**src/hdl/msd_pkg.sv**
```systemverilog
// package: shared constants, types and state codes for the mean and deviation unit
`timescale 1ns / 1ps
package msd_pkg;
    localparam int MAX_SAMPLES_DEF = 128;
    localparam int SAMPLE_W = 16;
    localparam int TOTAL_W  = 8;
    localparam int Q8_W     = 24;

    typedef enum logic [2:0] {
        ST_LOAD,
        ST_MEAN,
        ST_PASS,
        ST_VAR,
        ST_ROOT,
        ST_DONE
    } state_t;

    typedef struct packed {
        logic start;
        logic busy;
    } unit_ctl_t;
endpackage

```
**src/hdl/msd_sqrt.sv**
```systemverilog
// integer square root, one result bit per cycle
`timescale 1ns / 1ps
module msd_sqrt #(
    parameter int VW = 64
) (
    input  logic               clk,
    input  logic               rst_n,
    input  msd_pkg::unit_ctl_t ctl_in,
    input  logic [VW-1:0]      val,
    output logic               busy,
    output logic               done,
    output logic [VW/2-1:0]    root
);
    localparam int RW = VW / 2;
    localparam int CW = $clog2(RW + 1);

    logic [VW-1:0] v_reg, v_next;
    logic [RW+1:0] rem_reg, rem_next;
    logic [RW-1:0] rt_reg, rt_next;
    logic [CW-1:0] cnt_reg, cnt_next;
    logic          busy_reg, busy_next;
    logic          done_reg, done_next;
    logic [RW+1:0] trem;
    logic [RW+1:0] tsub;

    always_comb
    begin
        v_next = v_reg;
        rem_next = rem_reg;
        rt_next = rt_reg;
        cnt_next = cnt_reg;
        busy_next = busy_reg;
        done_next = 1'b0;
        trem = {rem_reg[RW-1:0], v_reg[VW-1:VW-2]};
        tsub = {rt_reg, 2'b01};
        if (ctl_in.start)
        begin
            v_next = val;
            rem_next = '0;
            rt_next = '0;
            cnt_next = CW'(RW);
            busy_next = 1'b1;
        end
        else if (busy_reg)
        begin
            v_next = {v_reg[VW-3:0], 2'b00};
            if (trem >= tsub)
            begin
                rem_next = trem - tsub;
                rt_next = {rt_reg[RW-2:0], 1'b1};
            end
            else
            begin
                rem_next = trem;
                rt_next = {rt_reg[RW-2:0], 1'b0};
            end
            cnt_next = cnt_reg - 1'b1;
            if (cnt_reg == CW'(1))
            begin
                busy_next = 1'b0;
                done_next = 1'b1;
            end
        end
    end

    always_ff @(posedge clk or negedge rst_n)
    begin
        if (!rst_n)
        begin
            busy_reg <= 1'b0;
            done_reg <= 1'b0;
            cnt_reg  <= '0;
        end
        else
        begin
            busy_reg <= busy_next;
            done_reg <= done_next;
            cnt_reg  <= cnt_next;
        end
    end

    always_ff @(posedge clk)
    begin
        v_reg <= v_next;
        rem_reg <= rem_next;
        rt_reg <= rt_next;
    end

    assign busy = busy_reg;
    assign done = done_reg;
    assign root = rt_reg;
endmodule

```
**config.mk**
```make
export PLATFORM = sky130hd
export DESIGN_NAME = msd_sqrt
export DESIGN_NICKNAME = d
export VERILOG_FILES = /design/src/hdl/msd_pkg.sv /design/src/hdl/msd_sqrt.sv
export SDC_FILE = /design/constraint.sdc
export NUM_CORES = 1
export LEC_CHECK = 0
export BUFFER_PORTS_ARGS = -buffer_cell sky130_fd_sc_hd__clkbuf_2
export CELL_PAD_IN_SITES_DETAIL_PLACEMENT = 1
export CELL_PAD_IN_SITES_GLOBAL_PLACEMENT = 2
export CORE_MARGIN = 2
export CORE_UTILIZATION = 33
export CTS_CLUSTER_SIZE = 12
export DETAILED_ROUTE_END_ITERATION = 10
export PLACE_DENSITY_LB_ADDON = 0.08
export SYNTH_ARGS = -nofsm -noshare
export SYNTH_HDL_FRONTEND = slang
export SYNTH_SLANG_ARGS = --single-unit
```
**constraint.sdc**
```tcl
create_clock -name clk -period 2.7 [get_ports clk]
set_input_delay 0 -clock clk [delete_from_list [all_inputs] [get_ports clk]]
set_output_delay 0 -clock clk [all_outputs]
set_load 0.005 [all_outputs]
```
==> metrics.txt, run 1 <==
RSZ-0062 raised after global routing true; Critical Path Fanout Max 5; via count 6736; status finished with violations; final WL 23200 um; Final Util 51.4%; FF/Latch Area 3420 um^2; H-tree levels 4; Tmin final 2.76 ns; Fmax achieved 0.363 GHz; final hold vios 0; Relative slew margins 56.5%; Cells after Synth 745; failing checks setup timing; Most Used Layer, Global Route met2; M2 GR Usage 34.6%; # setup viols final 9; number of synthesized flops with an enable pin 64; Yosys cell types 62; die span in x 155 um; first-pass GRT wire length 37200 um; overall fraction of global-route tracks in use 19.3%; clock-pin slew on the worst setup and hold paths 0.07 ns; Synth Net Count 849; Avg Cell Area, Syn 10.0 um^2; die area 23900 um^2; core region area 22400 um^2; hold crit path type input pin to flop; Multi-input gate area 4540 um^2; clk sinks 136; Routed Antenna Nets 0; vias per cell 5.01; Worst Max-Slew Pin Slew 0.646 ns; pre-CTS WS -0.216 ns; most frequent cells in the layout buf_4, clkbuf_2, nor2_1; Clock Tree Root clkbuf_16; maximum VDD drop 0.474 mV; synthesized cell area 7480 um^2; crit path capture type flop; share of layout cells above drive strength 1 45.7%; hold_ws 0.256 ns; num ports 102; Max Root-Sink Buffers 2; Filler Cells Inserted 2422; Max-Cap Viols 0; die height 155 um; total CTS buffers 17; vias in the first global route 7359; Power Density 1140 nW/um^2; DRT Pass-1 Iters 4; largest net degree at the start of global routing 101; # nets final 1150; hpwl dp 14900 um; WL per Instance 17.3 um; CTS tree yes; GRT overflow 0; met3 Usage GRT 4.46%; most common cell after layout, fill and taps aside buf_4; input/output buffers 100; Worst EP required 3.03 ns; Worst EP arrival 3.08 ns; Yosys Warn Count 0; Startpoint Class flop; latest clock arrival within the worst-skew pair 0.44 ns; DRC Markers 0; max reg flops 64; Layout Skew 0.0131 ns; initial antenna violation count 0; met1 GRT Util 23.1%; 1st-iter DRT viols 232; initial core utilization 33.4%; Placed Cells 1214; register bit total from synthesis 136; area grow syn2layout 54.0%; Cell Rows 55; n_diodes 0; PnR worst setup slack -0.0552 ns; sequential fraction of the synthesis area 45.5%; final period utilization 102%; fin. max-slew vios 0; GPL Wtd Cong 0.830; leak pwr 5.02 nW; Power Total 13.1 mW; Non-Filler Instances 1344; prevailing post-synth register cell edfxtp_1; Synth async-reset ratio 5.88%; kind of critical path flop to flop
-- Yosys cell counts (2+ instances only) --
| master | instances | area, um^2 |
|---|---|---|
| a211oi_1 | 6 | 45.0 |
| o211ai_1 | 5 | 37.5 |
| nor2_1 | 84 | 315 |
| or2_2 | 2 | 12.5 |
| o21ai_1 | 4 | 20.0 |
| nand3_1 | 14 | 70.1 |
| buf_4 | 2 | 15.0 |
| nor4_1 | 2 | 12.5 |
| mux2_2 | 62 | 698 |
| o21bai_1 | 9 | 67.6 |
| and3_1 | 7 | 43.8 |
| clkbuf_1 | 26 | 97.6 |
| nand3b_1 | 4 | 30.0 |
| mux2i_1 | 32 | 320 |
| buf_1 | 4 | 15.0 |
| a311oi_1 | 25 | 219 |
| nand2b_1 | 5 | 31.3 |
| dfrtp_1 | 8 | 200 |
| a221oi_1 | 2 | 17.5 |
| nor2b_1 | 2 | 12.5 |
| or3_1 | 10 | 62.6 |
| a21o_1 | 12 | 90.1 |
| ha_1 | 36 | 450 |
| a21oi_1 | 33 | 165 |
| nand2_1 | 72 | 270 |
| and2_1 | 4 | 25.0 |
| nor3_1 | 8 | 40.0 |
| o21ai_0 | 18 | 90.1 |
| inv_1 | 42 | 158 |
| xor2_1 | 8 | 70.1 |
| dfxtp_1 | 64 | 1280 |
| buf_2 | 7 | 35.0 |
| a31oi_1 | 5 | 31.3 |
| o21a_1 | 5 | 37.5 |
| a41oi_1 | 4 | 35.0 |
| xnor2_1 | 16 | 140 |
| nand4_1 | 8 | 50.1 |
| edfxtp_1 | 64 | 1920 |
-- per-layer routing --
| metal | up-vias | share of wire [%] |
|---|---|---|
| met5 | - | 0 |
| met4 | 0 | 1.9 |
| met3 | 36 | 3.4 |
| met2 | 116 | 52 |
| met1 | 3276 | 43 |
| li1 | 3308 | - |
-- final timing paths --
kind / start / to / slack (ns) / depth (start not counted)
setup / recovery: root[8] / rem_reg[6] / -0.06 / 12
hold / removal: ctl_in[1] / busy / 0.26 / 3
max in group asynchronous: rst_n / busy / 1.85 / 3
min in group asynchronous: rst_n / cnt_reg[2] / 0.55 / 3
hold reg to reg: rem_reg[18] / rem_reg[18] / 0.51 / 2
setup reg to reg: root[8] / rem_reg[6] / -0.06 / 12
-- cell families after synthesis --
kind of cell | after synthesis | synth area share [%]
simple gates | 233 | 14.4
fa+ha+maj | 36 | 6.02
compound gates | 140 | 13.3
buf+inv | 81 | 4.28
flops | 136 | 45.5
mux | 95 | 13.8
xor+xnor | 24 | 2.81
-- repair_timing --
item / 4_1_cts / 5_1_grt
buffers inserted: 18 / 14
hold endpoints to repair: 72 / 0
pin swaps: 30 / 54
gates cloned: 0 / 2
setup endpoints to repair: 31 / 32
hold buffers: 66 / 0
resized for setup: 69 / 101
-- report_power, final --
group | internal, mW | switching [mW]
combinational | 3.98 | 3.99
sequential | 2.56 | 0.233
clock | 1.30 | 1.05
-- per-stage QoR --
| step | TNS, ns | cell area [um^2] |
|---|---|---|
| final | -0.111 | 11500 |
| after global routing | -4.15 | 11500 |
| after CTS | -0.0136 | 10900 |
| after detailed placement | -3.28 | 9170 |
| after global placement | -0.274 | 9170 |
| after floorplan | 0 | 7490 |
-- cell type report --
cell class                 count  area share [%]
clock inverter                15            1.38
inverter                      42            1.40
multi-input combinational    528            39.3
clock buffer                  17            3.69
timing repair buffer         321            21.4
sequential                   136            29.7
tap                          285            3.09
-- worst max-delay path, cell delays in order (launching register included) --
cell	delay, ns
dfxtp_2	0.34
inv_2	0.05
ha_4	0.26
nand4_1	0.20
buf_4	0.21
a2111oi_4	0.33
buf_4	0.18
nor3_4	0.05
or3_4	0.38
nand2_8	0.14
buf_8	0.14
nand2_4	0.05
a311oi_2	0.32
Power figures use the tool's default switching activity.
==> run 2: changes to the inputs <==
Settings changed: RECOVER_POWER set to 25.
==> run 2 against run 1 <==
Net effect:
- the run still ends with setup timing left
- critical path depth did not move
- setup slack better by 0.00073 ns
- clock skew about the same
- critical path type unchanged
- worst hold slack about the same
==> metrics.txt, run 2 (synthesis gave the netlist of run 1 again) <==
maximum VDD drop 0.474 mV (unchanged); Power Total 13.1 mW (about the same); Filler Cells Inserted 2422 (unchanged); worst path cell trace inv_2 -> ha_4 -> nand4_1 -> buf_4 -> a2111oi_4 -> buf_4 -> nor3_4 -> or3_4 -> nand2_8 -> buf_8 -> nand2_4 -> a311oi_2; initial antenna violation count 0 (unchanged); leak pwr 5.02 nW (about the same); Tmin final 2.75 ns (-0.000732 ns); Routed Antenna Nets 0 (unchanged); Clock Tree Root clkbuf_16; beginning of the critical path root[8]; final hold vios 0 (unchanged); R2R setup slack -0.05 ns (about the same); DRC Markers 0 (unchanged); H-tree levels 4 (unchanged); # setup viols final 9 (unchanged); PnR worst setup slack -0.0544 ns (+0.000732 ns); overall fraction of global-route tracks in use 19.3% (unchanged); DRT Pass-1 Iters 4 (unchanged); M2 GR Usage 34.6% (unchanged); GRT overflow 0 (unchanged); CTS tree yes; worst r2r dst rem_reg[6]; crit path capture rem_reg[6]; RSZ-0062 raised after global routing true; Worst EP arrival 3.08 ns (about the same); initial core utilization 33.4% (unchanged); CP peak stage delay 0.38 ns (about the same); worst r2r path cells 12 (unchanged); Layout Skew 0.0131 ns (+0.00000850 ns); vias in the first global route 7359 (unchanged); Max-Cap Viols 0 (unchanged); Cell Rows 55 (unchanged); hpwl dp 14900 um (unchanged); failing checks setup timing; die span in x 155 um (unchanged); Startpoint Class flop; Max Root-Sink Buffers 2 (unchanged); Placed Area 9170 um^2 (unchanged); GPL Wtd Cong 0.830 (unchanged); clk sinks 136 (unchanged); max reg flops 64 (unchanged); Pint 7.84 mW (about the same); Final Util 51.4% (about the same); clock-pin slew on the worst setup and hold paths 0.07 ns (about the same); total CTS buffers 17 (unchanged); Worst Max-Slew Pin Slew 0.646 ns (unchanged); power share of the combinational group 60.8% (about the same); num ports 102 (unchanged); Crit Reg-Reg Startpoint root[8]; n_diodes 0 (unchanged); Sw Ratio 40.2% (about the same); fin. max-slew vios 0 (unchanged); 1st-iter DRT viols 231 (-0.43%); Fmax achieved 0.363 GHz (about the same); WL per Instance 17.3 um (about the same); first-pass GRT wire length 37200 um (unchanged); final WL 23200 um (about the same); most common cell after layout, fill and taps aside buf_4; Critical Path Fanout Max 5 (unchanged); core region area 22400 um^2 (unchanged); Relative slew margins 56.5% (unchanged); status finished with violations; CP max-delay cell or3_4; power share of the clock group 18.0% (about the same); latest clock arrival within the worst-skew pair 0.44 ns (about the same); die area 23900 um^2 (unchanged); most frequent cells in the layout buf_4, clkbuf_2, nor2_1; Most Used Layer, Global Route met2; Power Density 1140 nW/um^2 (about the same); met3 Usage GRT 4.46% (unchanged); setup TNS -0.104 ns (+0.00661 ns); die height 155 um (unchanged); vias per cell 5.01 (about the same); Worst EP required 3.03 ns (about the same); register share of total power 21.3% (about the same); NetSw 5.27 mW (about the same); input/output buffers 100 (unchanged); met1 GRT Util 23.1% (unchanged); final period utilization 102% (about the same); hold crit path type input pin to flop; post-route cell area 11500 um^2 (about the same); CP most frequent cell buf_4; via count 6739 (+0.045%); largest net degree at the start of global routing 101 (unchanged); area grow syn2layout 54.0% (about the same); kind of critical path flop to flop; crit path capture type flop; # nets final 1150 (unchanged); share of layout cells above drive strength 1 45.5% (-0.19 points)
-- run 2: cell types whose count changed in the layout (fill, tap and decap cells not counted) --
cell | previous run | this run
clkbuf_2 | 99 | 98
clkbuf_1 | 0 | 1
and2_0 | 0 | 2
dfrtp_1 | 7 | 8
dfrtp_4 | 1 | 0
and2_1 | 3 | 1
-- run 2: critical path, delay by kind of cell, from the launching register on --
| family | cells | cell delay [ns] |
|---|---|---|
| adder cells (fa/ha/maj) | 1 | 0.26 |
| AO/OA/AOI/OAI | 2 | 0.65 |
| flip-flops | 1 | 0.34 |
| AND/OR/NAND/NOR | 5 | 0.82 |
| buffers and inverters | 4 | 0.58 |
-- run 2: through the flow --
step / std cells / hold WS (ns) / setup slack [ns]
detailed placement: 1214 / -0.147 / -0.216
finish: 1344 / 0.256 / -0.0544
CTS: 1329 / 0.227 / -0.0136
floorplan: 745 / -0.296 / 0.0741
global placement: 1214 / -0.151 / -0.0371
global route: 1344 / 0.279 / -0.187
-- run 2: layer usage --
metal | share of wire [%] | vias to the layer above
met5 | 0 | -
met4 | 1.9 | 0
met3 | 3.5 | 36
met2 | 52 | 119
met1 | 43 | 3274
li1 | - | 3310
-- run 2: power groups by stage --
stage	Sequential, mW	Combinational [mW]	Clock (mW)
2_1_floorplan	2.74	3.44	0
3_3_place_gp	2.77	5.50	0
3_5_place_dp	2.79	5.58	0
4_1_cts	2.77	6.51	2.42
5_1_grt	2.83	8.64	2.51
6_report	2.79	7.97	2.36
-- run 2: how the worst min path moves through the flow --
stage	from	endpoint	cells after the start
floorplan	rst_n	busy	0
global placement	rst_n	busy	1
detailed placement	rst_n	done	1
CTS	ctl_in[1]	v_reg[0]	2
global route	ctl_in[1]	v_reg[14]	2
finish	ctl_in[1]	v_reg[0]	2
-- run 2: timing repair --
action                     in CTS  in global routing
setup endpoints to repair      31                 32
pin swaps                      30                 54
gates cloned                    0                  2
hold endpoints to repair       72                  0
resized for setup              69                101
setup buffers                  18                 14
hold buffers                   66                  0
-- run 2: layout make-up --
type                            instances  area, um^2  area share (%)
Sequential cell                       136        3420            29.7
Clock inverter                         15         159            1.38
Tap cell                              285         357            3.09
Multi-Input combinational cell        528        4540            39.4
Timing Repair Buffer                  321        2460            21.4
Inverter                               42         161            1.40
Clock buffer                           17         425            3.69
==> run 3: changes to the inputs <==
Settings changed: CORE_MARGIN 2 to unset.
==> run 3 against run 2 <==
Net effect:
- the run ends with DRC, setup timing left
- sequential share of layout area rose by 1.6 points
- worst hold slack gained 0.15 ns
- wire length decreased by 6.2%
- clock skew hardly changed
- global-route usage rose by 0.063 points
- largest cell class unchanged
- highest routed layer unchanged
==> metrics.txt, run 3 (synthesis gave the netlist of run 1 again) <==
status finished with violations; failing checks DRC, setup timing; vias per cell 4.99 (-0.40%); Cell Rows 54 (-1.8%); H-tree levels 4 (unchanged); first-pass GRT wire length 36400 um (-2.1%); max reg flops 64 (unchanged); input/output buffers 100 (unchanged); Power Density 1070 nW/um^2 (-5.8%); maximum VDD drop 0.502 mV (+6.0%); WL per Instance 16.5 um (-4.4%); Placed Cells 1203 (-0.91%); final period utilization 100% (-1.8 points); via count 6582 (-2.3%); Tmin final 2.71 ns (-0.0482 ns); die area 23300 um^2 (-2.6%); Startpoint Class flop; initial core utilization 34.0% (+0.62 points); initial antenna violation count 0 (unchanged); crit path capture type flop; Worst Max-Slew Pin Slew 0.753 ns (+0.107 ns); GRT overflow 0 (unchanged); leak pwr 4.68 nW (-6.7%); latest clock arrival within the worst-skew pair 0.43 ns (about the same); clock-pin slew on the worst setup and hold paths 0.06 ns (about the same); overall fraction of global-route tracks in use 19.3% (+0.063 points); die span in x 153 um (-1.3%); Relative slew margins 49.8% (-6.7 points); total CTS buffers 17 (unchanged); hold crit path type input pin to flop; vias in the first global route 7161 (-2.7%); Non-Filler Instances 1318 (-1.9%); die height 153 um (-1.3%); PnR worst setup slack -0.00627 ns (+0.0482 ns); Clock Tree Root clkbuf_16; RSZ-0062 raised after global routing true; # setup viols final 1 (-8); share of layout cells above drive strength 1 37.4% (-8.1 points); fin. max-slew vios 0 (unchanged); Max-Cap Viols 0 (unchanged); DRT Pass-1 Iters 7 (+3); DRC Markers 1 (+1); kind of critical path flop to flop; clk sinks 136 (unchanged); hpwl dp 14400 um (-3.4%); final WL 21800 um (-6.2%); Power Total 11.7 mW (-11%); final hold vios 0 (unchanged); # nets final 1129 (-1.8%); Layout Skew 0.0131 ns (+0.0000157 ns); hold_ws 0.411 ns (+0.155 ns); Critical Path Fanout Max 3 (-2); Fmax achieved 0.370 GHz (+1.8%); Worst EP arrival 3.04 ns (-0.04 ns); pre-CTS WS -0.207 ns (+0.00920 ns); core region area 22000 um^2 (-1.8%); largest net degree at the start of global routing 138 (+37%); area grow syn2layout 45.6%; n_diodes 0 (unchanged); CTS tree yes; Max Root-Sink Buffers 2 (unchanged); Worst EP required 3.03 ns (about the same); most frequent cells in the layout buf_4, clkbuf_2, nor2_1; GPL Wtd Cong 0.847 (+2.0%); 1st-iter DRT viols 238 (+3.0%); Filler Cells Inserted 2468 (+1.9%); most common cell after layout, fill and taps aside buf_4; setup TNS -0.00627 ns (+0.0978 ns); num ports 102 (unchanged); Routed Antenna Nets 0 (unchanged)
run 3: changes by cell type in the layout (fill, tap and decap cells not counted), sizes merged:
cell | before | now
inv | 48 | 49
clkinvlp | 2 | 5
bufinv | 1 | 0
buf | 154 | 118
dlygate4sd3 | 66 | 67
clkinv | 6 | 2
clkbuf | 118 | 133
run 3: metrics by stage:
| step | cell area [um^2] | utilization (%) |
|---|---|---|
| 6_report | 10900 | 49.5 |
| 3_5_place_dp | 9090 | 41.3 |
| 5_1_grt | 10900 | 49.5 |
| 3_3_place_gp | 9090 | 41.3 |
| 4_1_cts | 10700 | 48.5 |
| 2_1_floorplan | 7490 | - |
run 3: worst max-delay path, stage by stage (launching register included):
cell and delay, ns:
edfxtp_1 0.41, inv_2 0.11, ha_4 0.14, and2b_2 0.24, o2111ai_4 0.23, a2111oi_4 0.14, buf_4 0.16, nor4_4 0.34
nor3_2 0.07, a211oi_2 0.22, mux2_4 0.33, a311oi_2 0.22
run 3: area by class of cell:
class,instances,area (um^2),share of cell area [%]
multi-input combinational,528,4260,39.1
clock inverter,14,111,1.02
tap,280,350,3.21
timing repair buffer,300,2180,20.0
sequential,136,3410,31.3
clock buffer,18,429,3.94
inverter,42,161,1.48
run 3: path summary, 6_finish.rpt:
kind	depth (start not counted)	endpoint	start	slack [ns]
setup / recovery	11	rem_reg[28]	v_reg[62]	-0.006
hold / removal	3	v_reg[1]	val[1]	0.41
setup reg to reg	11	rem_reg[28]	v_reg[62]	-0.006
hold reg to reg	2	rem_reg[16]	rem_reg[14]	0.50
max in group asynchronous	3	busy	rst_n	1.83
min in group asynchronous	3	cnt_reg[3]	rst_n	0.58
run 3: what timing repair did:
item | CTS | global route
cloned | 1 | 0
setup endpoints to repair | 31 | 32
pin swaps | 24 | 35
setup buffers | 12 | 4
hold endpoints to repair | 73 | 0
resized for setup | 53 | 59
hold buffers | 67 | 0
run 3: where the power goes:
| group | internal (mW) | total [mW] | switching (mW) |
|---|---|---|---|
| Clock | 1.20 | 2.20 | 1.00 |
| Combinational | 3.33 | 6.70 | 3.37 |
| Sequential | 2.56 | 2.79 | 0.231 |
run 3: per-layer routing:
layer	GRT usage [%]	wire length (um)	vias to the layer above
li1	-	-	3250
met1	23.7	9580	3230
met2	34.3	11200	88
met3	4.29	750	14
met4	4.47	209	0
met5	0	0	-
