<file path="src/hdl/msd_pkg.sv">
// package: shared constants, types and state codes for the mean and deviation unit
`timescale 1ns / 1ps
package msd_pkg;
    localparam int MAX_SAMPLES_DEF = 128;
    localparam int SAMPLE_W = 16;
    localparam int TOTAL_W  = 8;
    localparam int Q8_W     = 24;

    typedef enum logic [2:0] {
        ST_LOAD,
        ST_MEAN,
        ST_PASS,
        ST_VAR,
        ST_ROOT,
        ST_DONE
    } state_t;

    typedef struct packed {
        logic start;
        logic busy;
    } unit_ctl_t;
endpackage

</file>
<file path="src/hdl/msd_div.sv">
// restoring divider, one quotient bit per cycle, signed dividend by unsigned divisor
`timescale 1ns / 1ps
module msd_div #(
    parameter int NW = 64,
    parameter int DW = 13
) (
    input  logic             clk,
    input  logic             rst_n,
    input  msd_pkg::unit_ctl_t ctl_in,
    input  logic             neg,
    input  logic [NW-1:0]    num,
    input  logic [DW-1:0]    den,
    output logic             busy,
    output logic             done,
    output logic [NW-1:0]    quo
);
    localparam int CW = $clog2(NW + 1);

    logic [NW-1:0] q_reg, q_next;
    logic [DW:0]   r_reg, r_next;
    logic [DW-1:0] d_reg, d_next;
    logic [CW-1:0] cnt_reg, cnt_next;
    logic          neg_reg, neg_next;
    logic          busy_reg, busy_next;
    logic          done_reg, done_next;
    logic [DW:0]   trial;

    always_comb
    begin
        q_next = q_reg;
        r_next = r_reg;
        d_next = d_reg;
        cnt_next = cnt_reg;
        neg_next = neg_reg;
        busy_next = busy_reg;
        done_next = 1'b0;
        trial = {r_reg[DW-1:0], q_reg[NW-1]};
        if (ctl_in.start)
        begin
            q_next = num;
            r_next = '0;
            d_next = den;
            neg_next = neg;
            cnt_next = CW'(NW);
            busy_next = 1'b1;
        end
        else if (busy_reg)
        begin
            if (trial >= {1'b0, d_reg})
            begin
                r_next = trial - {1'b0, d_reg};
                q_next = {q_reg[NW-2:0], 1'b1};
            end
            else
            begin
                r_next = trial;
                q_next = {q_reg[NW-2:0], 1'b0};
            end
            cnt_next = cnt_reg - 1'b1;
            if (cnt_reg == CW'(1))
            begin
                busy_next = 1'b0;
                done_next = 1'b1;
            end
        end
    end

    always_ff @(posedge clk or negedge rst_n)
    begin
        if (!rst_n)
        begin
            busy_reg <= 1'b0;
            done_reg <= 1'b0;
            cnt_reg  <= '0;
        end
        else
        begin
            busy_reg <= busy_next;
            done_reg <= done_next;
            cnt_reg  <= cnt_next;
        end
    end

    always_ff @(posedge clk)
    begin
        q_reg <= q_next;
        r_reg <= r_next;
        d_reg <= d_next;
        neg_reg <= neg_next;
    end

    assign busy = busy_reg;
    assign done = done_reg;
    assign quo  = neg_reg ? (~q_reg + 1'b1) : q_reg;
endmodule

</file>
<file path="config.mk">
export PLATFORM = sky130hd
export DESIGN_NAME = msd_div
export DESIGN_NICKNAME = d
export VERILOG_FILES = /design/src/hdl/msd_pkg.sv /design/src/hdl/msd_div.sv
export SDC_FILE = /design/constraint.sdc
export NUM_CORES = 1
export LEC_CHECK = 0
export BUFFER_PORTS_ARGS = -buffer_cell sky130_fd_sc_hd__buf_4
export CAP_MARGIN = 10
export CORE_ASPECT_RATIO = 0.7
export CORE_UTILIZATION = 54
export CTS_CLUSTER_DIAMETER = 80
export DETAILED_ROUTE_END_ITERATION = 8
export PLACE_DENSITY = 0.81
export SLEW_MARGIN = 20
export SYNTH_ARGS = -nofsm -noshare
export SYNTH_HDL_FRONTEND = slang
export SYNTH_SLANG_ARGS = --single-unit
</file>
<file path="constraint.sdc">
create_clock -name clk -period 4.1 [get_ports clk]
set_input_delay 0.82 -clock clk [delete_from_list [all_inputs] [get_ports clk]]
set_output_delay 0.82 -clock clk [all_outputs]
set_load 0.02 [all_outputs]
</file>
==> results by group, run 1 <==
Run status
  – Status: finished, final reports clean

Detailed routing
  – Vias: between 4000 and 5000
  – Router iterations before antenna repair: 5
  – ANT nets after route: 0
  – Via density: roughly 5.8
  – WL per Instance: between 15 and 20 microns
  – WL final: between 10000 and 15000 microns
  – DRC errors left: 0
  – DR iter-0 viols: 327

Global route
  – Total grt overflow: 0
  – Vias in the first global route: 4739
  – Initial antenna violation count: 0
  – Pin count of the biggest net entering global routing: 65
  – First-pass GRT wire length: 23600 microns
  – All-Layer GR Usage: between 20 and 30%

Pwr
  – Sw frac: around 35%
  – Power Total: between 3 and 4 mW
  – Sequential share of power: 38.7%
  – Power Density: between 400 and 500 mW/mm^2
  – Internal power: 2.49 mW
  – Leak: 3.01 nW
  – Comb pwr share: 39.2%
  – Switching pwr: between 1 and 1.5 mW
  – VDD IR max: ~0.00028 V
  – Clock power share: 22.1%

Place
  – IO buf count: about 150
  – Detail Placement HPWL: 10900 microns
  – Routability Congestion: around 0.89

Clock tree
  – Clock latency on the worst-skew pair: between 0.3 and 0.4 ns
  – Max clock buf depth: 2
  – Clock tree sinks: 100
  – Hold Buf Count CTS: 0
  – Post-CTS setup buffers: 0
  – CTS tree: yes
  – CTS H-tree depth: 3
  – CTS buffer count: 9
  – Clk slew on worst S/H paths: about 0.070 ns
  – CTS root buf: clkbuf_16
  – # resized after CTS: 0

STA
  – Final Cycle Share: a little over nine tenths
  – Final critical-path required period: 4.01 ns
  – Worst-Margin Slew: around 0.68 ns
  – Setup tns final: 0 ns
  – Clock Skew: around 0.0046 ns
  – Final Slew Violations: 0
  – Relative slew slack: 54.9%
  – Max Fclk: 0.249 GHz
  – Final setup vio count: 0
  – Final hold violation count: 0

Setup path
  – Worst Path Required: around 3.3 ns
  – CP max stage delay: ~0.57 ns
  – Critical-path top delay cell: or4_4
  – CP startpoint kind: flip-flop
  – Crit-path cells: or4_4 > or3_1 > or3_4 > or2_4 > o41ai_4 > xnor2_1 > buf_4
  – CP endpoint kind: primary output
  – WS Path Type: flip-flop to primary output
  – Crit-path max FO: 7
  – Critical path data arrival time: 3.19 ns

Floorplanning
  – Row count: 32
  – Initial Util: around 56%
  – Die area: 0.0118 sq mm
  – Die W: about 130 microns
  – Core Box Area: ~0.011 sq mm
  – Top Ports: roughly 150
  – Die Span Y: 91.3 microns

Yosys
  – Syn_nets: roughly 650
  – Compound-Gate Fraction of Synth Area: 12.0%
  – Ys Warns: 0
  – Adder-cell share of the synthesized area: about 3.6%
  – Largest family of logic cells by synthesized area: multiplexers
  – Post-synthesis mux area share: about an eighth
  – Post-Synth XOR/XNOR Area: between 10% and 20%
  – Async S/R FF share, synth: around 9.0%
  – Synth Flop Type: edfxtp_1
  – Synth Register Bits: 100
  – Number of flops mapped to enable cells by yosys: between 70 and 80
  – Post-synth cell types: 54
  – Seq/Total Area, Yosys: around 46%
  – Mapped Cells: roughly 550
  – Mapped Area: 0.00614 sq mm
  – Mean Syn Cell Area: between 10 and 15 sq um
  – Synthesized-area fraction occupied by and/or/nand/nor cells: 11.9%

Cells and area
  – Most common cell after layout, fill and taps aside: buf_4
  – Fin nets: a little under 800
  – Share of cells above drive strength 1: 36.1%
  – Commonest cells after routing, fill and taps aside: buf_4, edfxtp_1, xnor2_1, mux2_2, nand2_1
  – Max reg flops: 64
  – # diodes: 0
  – Synth-to-Final Area Change: 25.7%

Job
  – Max-Cap Viols: 0

Min path
  – Hold crit path type: input port to async pin
-- stage by stage --
step                setup WS, ns  utilization (%)  cell area (sq um)  hold slack (ns)  instances
finish                    0.0914             69.9               7720            0.281        848
CTS                      0.00133             69.6               7690            0.278        848
detailed placement         0.381             66.9               7390            0.481        832
global placement           0.453             66.9               7390            0.467        832
floorplan                  0.741                -               6140            0.443        549
global route            -0.00947             69.9               7720            0.276        848
-- synthesized netlist by cell type, types with 11 or more instances --
library cell   n  share of area, %
o31ai_1       22               2.7
xnor2_1       69               9.8
inv_1         22               1.3
dfxtp_1       13               4.2
mux2_2        63                12
edfxtp_1      78                38
nor2_1        30               1.8
or4_1         11               1.3
clkbuf_1      11              0.67
o21ai_0       31               2.5
nand2_1       37               2.3
ha_1          16               3.3
-- logic make-up (layout without fill, tap and decap cells) --
kind of cell	after synthesis	in the layout
muxes	71	71
and+or+nand+nor	139	139
xor gates and xnor gates	76	76
AOI/OAI and AO/OA	101	101
adders and majority gates	17	17
buffers and inverters	45	191
DFF	100	100
-- critical path: cells and delay by family, from the launching register on --
kind / cells / cell delay [ns]
buf+inv: 1 / 0.19
compound gates: 1 / 0.22
xor+xnor: 1 / 0.19
simple gates: 4 / 1.80
flops: 1 / 0.44
-- final timing paths --
check,cells after the start,end,slack (ns),start
worst min-delay path,1,cnt_reg[3],0.28,rst_n
worst min register to register,2,r_reg[11],0.49,r_reg[11]
min in group clk,2,r_reg[11],0.49,r_reg[11]
worst max register to register,11,r_reg[0],1.36,q_reg[63]
worst max-delay path,7,quo[36],0.09,q_reg[13]
max in group asynchronous,1,cnt_reg[5],3.69,rst_n
-- per-layer routing --
metal | up-vias | track usage, % | wire length (microns)
met5 | - | 0 | 0
met4 | 0 | 9.01 | 308
met3 | 23 | 5.30 | 919
met2 | 170 | 40.1 | 6860
met1 | 2365 | 36.0 | 6860
li1 | 2322 | - | -
-- power by group through the flow --
stage	combinational, mW	sequential [mW]	clock [mW]
after global routing	1.63	1.52	0.905
after floorplan	1.03	1.45	0
after global placement	1.45	1.49	0
after CTS	1.51	1.49	0.866
final	1.51	1.49	0.853
after detailed placement	1.50	1.50	0
-- cell type report --
cell class              instances  area [sq um]
multi-input cells             404          3180
flip-flops and latches        100          2830
clock inverters                 5          62.6
repair buffers                153          1150
inverters                      22          82.6
clock buffers                  11           233
well taps                     153           191
fillers                       853          3330
Note: power is estimated with default switching activity, not from simulation.
==> run 2: changes to the inputs <==
--- a/config.mk
+++ b/config.mk
@@ -5,7 +5,7 @@
 export SDC_FILE = /design/constraint.sdc
 export NUM_CORES = 1
 export LEC_CHECK = 0
-export BUFFER_PORTS_ARGS = -buffer_cell sky130_fd_sc_hd__buf_4
+export BUFFER_PORTS_ARGS = -buffer_cell sky130_fd_sc_hd__buf_2
 export CAP_MARGIN = 10
 export CORE_ASPECT_RATIO = 0.7
 export CORE_UTILIZATION = 54
==> constraint.sdc (replaced) <==
create_clock -name clk -period 3.95 [get_ports clk]
set_input_delay 0.79 -clock clk [delete_from_list [all_inputs] [get_ports clk]]
set_output_delay 0.79 -clock clk [all_outputs]
set_load 0.02 [all_outputs]
==> run 2 against run 1 <==
- sequential power rose by 3%
- flip-flop and latch count unchanged
- critical path depth unchanged
- sequential share of layout area increased by 1.1 points
==> results by group, run 2 (same netlist as run 1, synthesis figures left out) <==
Job
  – Max-Cap Viols: 0

STA
  – Hold_ws: between 0.2 and 0.3 ns
  – Worst-Margin Slew: 0.691 ns
  – Clock Skew: roughly 0.0055 ns
  – Max Fclk: between 0.2 and 0.3 GHz
  – Final Cycle Share: 98.5%
  – Final critical-path required period: between 3 and 4 ns
  – Final Slew Violations: 0
  – Final hold violation count: 0
  – Relative slew slack: 53.9%
  – Final setup vio count: 0
  – Final WS setup: 0.0604 ns

Clock tree
  – CTS H-tree depth: 3
  – Clock tree sinks: 100
  – Clk slew on worst S/H paths: approximately 0.07 ns
  – Max clock buf depth: 2
  – CTS tree: yes
  – Clock latency on the worst-skew pair: ~0.34 ns
  – CTS buffer count: 9
  – Hold Buf Count CTS: 0
  – CTS root buf: clkbuf_16

Setup path
  – Crit-path max FO: 6
  – CP endpoint kind: primary output
  – Worst Path Required: about 3.2 ns
  – CP startpoint kind: flip-flop
  – R2R Path Start: q_reg[63]
  – CP Launch Point: q_reg[28]
  – Critical path data arrival time: around 3.1 ns
  – WS Path Type: flip-flop to primary output
  – R2R Path End: r_reg[0]
  – R2r setup slk: 1.30 ns
  – Worst reg-to-reg path cell count: 11

Detailed routing
  – Router iterations before antenna repair: 5
  – DR iter-0 viols: 346
  – ANT nets after route: 0
  – Vias: roughly 4900
  – WL per Instance: ~17 microns
  – DRC errors left: 0
  – Via density: roughly 5.7
  – WL final: roughly 15000 microns

Cells and area
  – Multi-input gate area: ~0.0032 sq mm
  – Max reg flops: 64
  – Commonest cells after routing, fill and taps aside: buf_2, edfxtp_1, xnor2_1, mux2_2, nand2_1
  – Fin util: approximately two thirds
  – Fin nets: 801
  – Register Area: 0.00283 sq mm
  – Most common cell after layout, fill and taps aside: buf_2
  – Synth-to-Final Area Change: 22.0%
  – Filler instances: 815
  – Share of cells above drive strength 1: between 30% and 40%
  – # diodes: 0

Pwr
  – Comb pwr share: between 30% and 40%
  – Power Density: 518 mW/mm^2
  – VDD IR max: between 0.0003 and 0.0004 V
  – Clock power share: roughly 22%
  – Internal power: between 2 and 2.5 mW
  – Switching pwr: approximately 1.4 mW
  – Leak: ~3.0 nW
  – Sw frac: between 30% and 40%
  – Sequential share of power: 39.7%

Floorplanning
  – Initial Util: a little under three fifths
  – Die area: around 0.012 sq mm
  – Row count: 32
  – Core Box Area: approximately 0.011 sq mm
  – Top Ports: roughly 150
  – Die W: ~130 microns
  – Die Span Y: between 90 and 100 microns

Run status
  – Status: finished, final reports clean

Place
  – Detail Placement HPWL: around 11000 microns
  – Routability Congestion: between 0.8 and 0.9
  – DP Worst Slack: 0.276 ns
  – IO buf count: 146

Global route
  – Total grt overflow: 0
  – Initial antenna violation count: 0
  – All-Layer GR Usage: roughly 26%
  – Vias in the first global route: about 4700
  – Pin count of the biggest net entering global routing: 65
  – First-pass GRT wire length: roughly 23000 microns

Min path
  – Hold crit path type: input port to async pin
==> run 2: cell types whose count changed in the layout (fill, tap and decap cells not counted), sizes merged <==
cell | previous run | this run
buf | 153 | 165
clkinv | 2 | 3
clkbuf | 11 | 12
bufinv | 1 | 0
inv | 22 | 23
clkinvlp | 2 | 0
==> run 2: metrics by stage <==
stage	total power [mW]	instance area (sq um)	TNS [ns]	std cells
after floorplan	2.57	6140	0	549
after global placement	2.93	7040	0	834
after detailed placement	2.99	7040	0	834
after CTS	3.85	7350	0	850
after global routing	4.09	7500	-0.0768	860
final	3.89	7500	0	860
==> run 2: power by group through the flow <==
stage / registers [mW] / clock network (mW) / logic (mW)
after floorplan: 1.51 / 0 / 1.07
after global placement: 1.54 / 0 / 1.39
after detailed placement: 1.56 / 0 / 1.43
after CTS: 1.54 / 0.867 / 1.45
after global routing: 1.57 / 0.904 / 1.62
final: 1.54 / 0.847 / 1.50
==> run 2: timing repair <==
action / in CTS / in global routing
setup buffers: 0 / 10
endpoints found under the setup margin: 13 / 20
gates resized for setup: 6 / 17
pin swaps: 0 / 1
==> run 2: worst max path at each step <==
stage          endpoint  cells past startpoint
2_1_floorplan   quo[36]                      7
3_3_place_gp    quo[58]                      7
3_5_place_dp    quo[41]                      7
4_1_cts         quo[58]                      7
5_1_grt         quo[46]                      7
6_report        quo[46]                      7
==> run 2: area by class of cell <==
type | instances | share of cell area [%]
Multi-Input combinational cell | 404 | 43.2
Clock inverter | 4 | 0.284
Tap cell | 153 | 2.55
Timing Repair Buffer | 165 | 11.7
Sequential cell | 100 | 37.7
Inverter | 22 | 1.10
Clock buffer | 12 | 3.44
==> run 2: routing by layer <==
layer  vias up  wire length [microns]  global-route usage [%]
met3        16                    892                    5.30
met5         -                      0                       0
li1       2336                      -                       -
met2       197                   6960                    39.8
met1      2323                   6840                    36.2
met4         0                    201                    7.36
==> run 2: critical path, stage by stage (launching register included) <==
cell and delay (ns):
edfxtp_1 0.44, or4_1 0.59, or4_1 0.50, nor2_4 0.24, nand2_2 0.18, o41ai_2 0.43
xnor2_1 0.19, buf_2 0.20
==> run 3: changes to the inputs <==
--- a/config.mk
+++ b/config.mk
@@ -5,9 +5,10 @@
 export SDC_FILE = /design/constraint.sdc
 export NUM_CORES = 1
 export LEC_CHECK = 0
-export BUFFER_PORTS_ARGS = -buffer_cell sky130_fd_sc_hd__buf_2
+export BUFFER_PORTS_ARGS = -buffer_cell sky130_fd_sc_hd__buf_4
 export CAP_MARGIN = 10
 export CORE_ASPECT_RATIO = 0.7
+export CORE_MARGIN = 3
 export CORE_UTILIZATION = 54
 export CTS_CLUSTER_DIAMETER = 80
 export DETAILED_ROUTE_END_ITERATION = 8
==> run 3 against run 2 <==
- die area up 7.6%
- core utilization is 5.0 points higher
- flip-flop and latch count unchanged
- via count up 1.5%
- worst hold slack got worse by 0.033 ns
- combinational power increased by 7%
- global-route usage is 2.3 points lower
- cell area increased by 4.1%
- largest power group is now combinational logic
- clock skew rose by 0.0014 ns
- count of clock-buffer cells in the layout decreased by 1
- maximum frequency down 0.18%
- register-to-register slack worse by 0.24 ns
==> results by group, run 3 (same netlist as run 1, synthesis figures left out) <==
Run status
  – Status: finished, final reports clean

Cells and area
  – Post-Layout Cell Count: between 800 and 900
  – Post-route cell area: 0.00780 sq mm
  – # diodes: 0
  – Synth-to-Final Area Change: 27.0%
  – Most common cell after layout, fill and taps aside: buf_4
  – Filler instances: 748
  – Fin util: between 70 and 80%
  – Commonest cells after routing, fill and taps aside: buf_4, edfxtp_1, xnor2_1, mux2_2, nand2_1
  – Max reg flops: 64
  – Share of cells above drive strength 1: a little under two fifths
  – Fin nets: about 800

Setup path
  – Worst reg-to-reg path cell count: 11
  – R2R Path Start: q_reg[63]
  – WS Path Type: flip-flop to primary output
  – R2R Path End: r_reg[5]
  – CP startpoint kind: flip-flop
  – Worst Path Required: ~3.2 ns
  – Critical path data arrival time: 3.11 ns
  – Crit-path max FO: 7
  – R2r setup slk: between 1 and 1.5 ns
  – CP endpoint kind: primary output

Floorplanning
  – Top Ports: between 100 and 150
  – Die W: about 130 microns
  – Row count: 31
  – Core Box Area: 0.0107 sq mm
  – Die Span Y: approximately 95 microns
  – Die area: approximately 0.013 sq mm
  – Initial Util: approximately 57%

Clock tree
  – CTS tree: yes
  – CTS root buf: clkbuf_16
  – Clock latency on the worst-skew pair: about 0.35 ns
  – CTS H-tree depth: 3
  – CTS buffer count: 9
  – Clk slew on worst S/H paths: ~0.070 ns
  – Clock tree sinks: 100
  – Max clock buf depth: 2

Place
  – Cell count after placement: about 830
  – Routability Congestion: 0.944
  – IO buf count: roughly 150
  – Post-DP Area: roughly 0.0074 sq mm
  – Detail Placement HPWL: 10800 microns

Detailed routing
  – Router iterations before antenna repair: 6
  – ANT nets after route: 0
  – DRC errors left: 0
  – DR iter-0 viols: around 340
  – WL final: 15200 microns
  – Via density: between 5 and 6
  – WL per Instance: around 18 microns
  – Vias: between 4000 and 5000

Pwr
  – Comb pwr share: 40.6%
  – Sw frac: 35.9%
  – Power Density: between 500 and 600 mW/mm^2
  – Internal power: 2.53 mW
  – Sequential share of power: between 30% and 40%
  – Switching pwr: approximately 1.4 mW
  – Power Total: approximately 4 mW
  – Leak: 3.06 nW
  – Clock power share: between 20% and 30%
  – VDD IR max: between 0.0003 and 0.0004 V

STA
  – Setup tns final: 0 ns
  – Final Slew Violations: 0
  – Final critical-path required period: around 3.9 ns
  – Relative slew slack: approximately 44%
  – Final Cycle Share: slightly below 100%
  – Clock Skew: between 0.006 and 0.007 ns
  – Worst-Margin Slew: roughly 0.84 ns
  – Final setup vio count: 0
  – Max Fclk: between 0.2 and 0.3 GHz
  – Final hold violation count: 0

Global route
  – All-Layer GR Usage: 23.3%
  – Initial antenna violation count: 0
  – Pin count of the biggest net entering global routing: between 60 and 70
  – Vias in the first global route: between 4000 and 5000
  – First-pass GRT wire length: around 24000 microns
  – Total grt overflow: 0

Min path
  – Hold crit path type: input port to async pin

Job
  – Max-Cap Viols: 0
run 3: cell types whose count changed in the layout (fill, tap and decap cells not counted), moves of 2 or more:
cell / delta
nand2_1: +2
nand2_2: -2
clkinvlp_4: +2
buf_2: -143
buf_4: +141
run 3: critical path, stage by stage (launching register included):
cell and delay [ns]:
edfxtp_1 0.45, or4_4 0.58, or3_4 0.40, or3_4 0.44
or2_4 0.29, o41ai_4 0.22, xnor2_1 0.19, buf_4 0.18
run 3: how the worst max path moves through the flow:
stage	from	endpoint	slack (ns)	depth (start not counted)
final	q_reg[13]	quo[36]	0.05	7
after global routing	q_reg[13]	quo[36]	-0.03	7
after CTS	q_reg[20]	quo[46]	-0.02	7
after detailed placement	q_reg[35]	quo[63]	0.30	7
after global placement	q_reg[35]	quo[63]	0.36	7
after floorplan	q_reg[13]	quo[36]	0.62	7
run 3: power by group through the flow:
| stage | combinational (mW) | sequential (mW) | clock (mW) |
|---|---|---|---|
| 4_1_cts | 1.56 | 1.54 | 0.814 |
| 5_1_grt | 1.74 | 1.57 | 0.862 |
| 3_5_place_dp | 1.55 | 1.56 | 0 |
| 2_1_floorplan | 1.07 | 1.51 | 0 |
| 6_report | 1.60 | 1.55 | 0.804 |
| 3_3_place_gp | 1.51 | 1.54 | 0 |
run 3: final cells by class:
| type | count | area [sq um] | share of cell area (%) |
|---|---|---|---|
| clock buffers | 11 | 233 | 2.98 |
| clock inverters | 5 | 30.0 | 0.385 |
| inverters | 22 | 82.6 | 1.06 |
| multi-input cells | 404 | 3220 | 41.3 |
| flip-flops and latches | 100 | 2830 | 36.2 |
| well taps | 148 | 185 | 2.37 |
| repair buffers | 163 | 1220 | 15.7 |
run 3: what timing repair did:
action | 4_1_cts | 5_1_grt
resized for setup | 5 | 12
endpoints found under the setup margin | 16 | 22
buffers inserted | 0 | 10
hold buffers | 0 | 0
run 3: per-layer routing:
layer / track usage [%] / wire length (microns) / up-vias
li1: - / - / 2334
met1: 32.7 / 6780 / 2390
met2: 37.0 / 7050 / 207
met3: 5.43 / 1190 / 15
met4: 5.57 / 180 / 0
met5: 0 / 0 / -
run 3: stage by stage:
step,hold WS (ns),worst slack (ns)
6_report,0.256,0.0534
5_1_grt,0.248,-0.0301
4_1_cts,0.252,-0.0196
3_5_place_dp,0.474,0.300
3_3_place_gp,0.459,0.357
2_1_floorplan,0.443,0.621
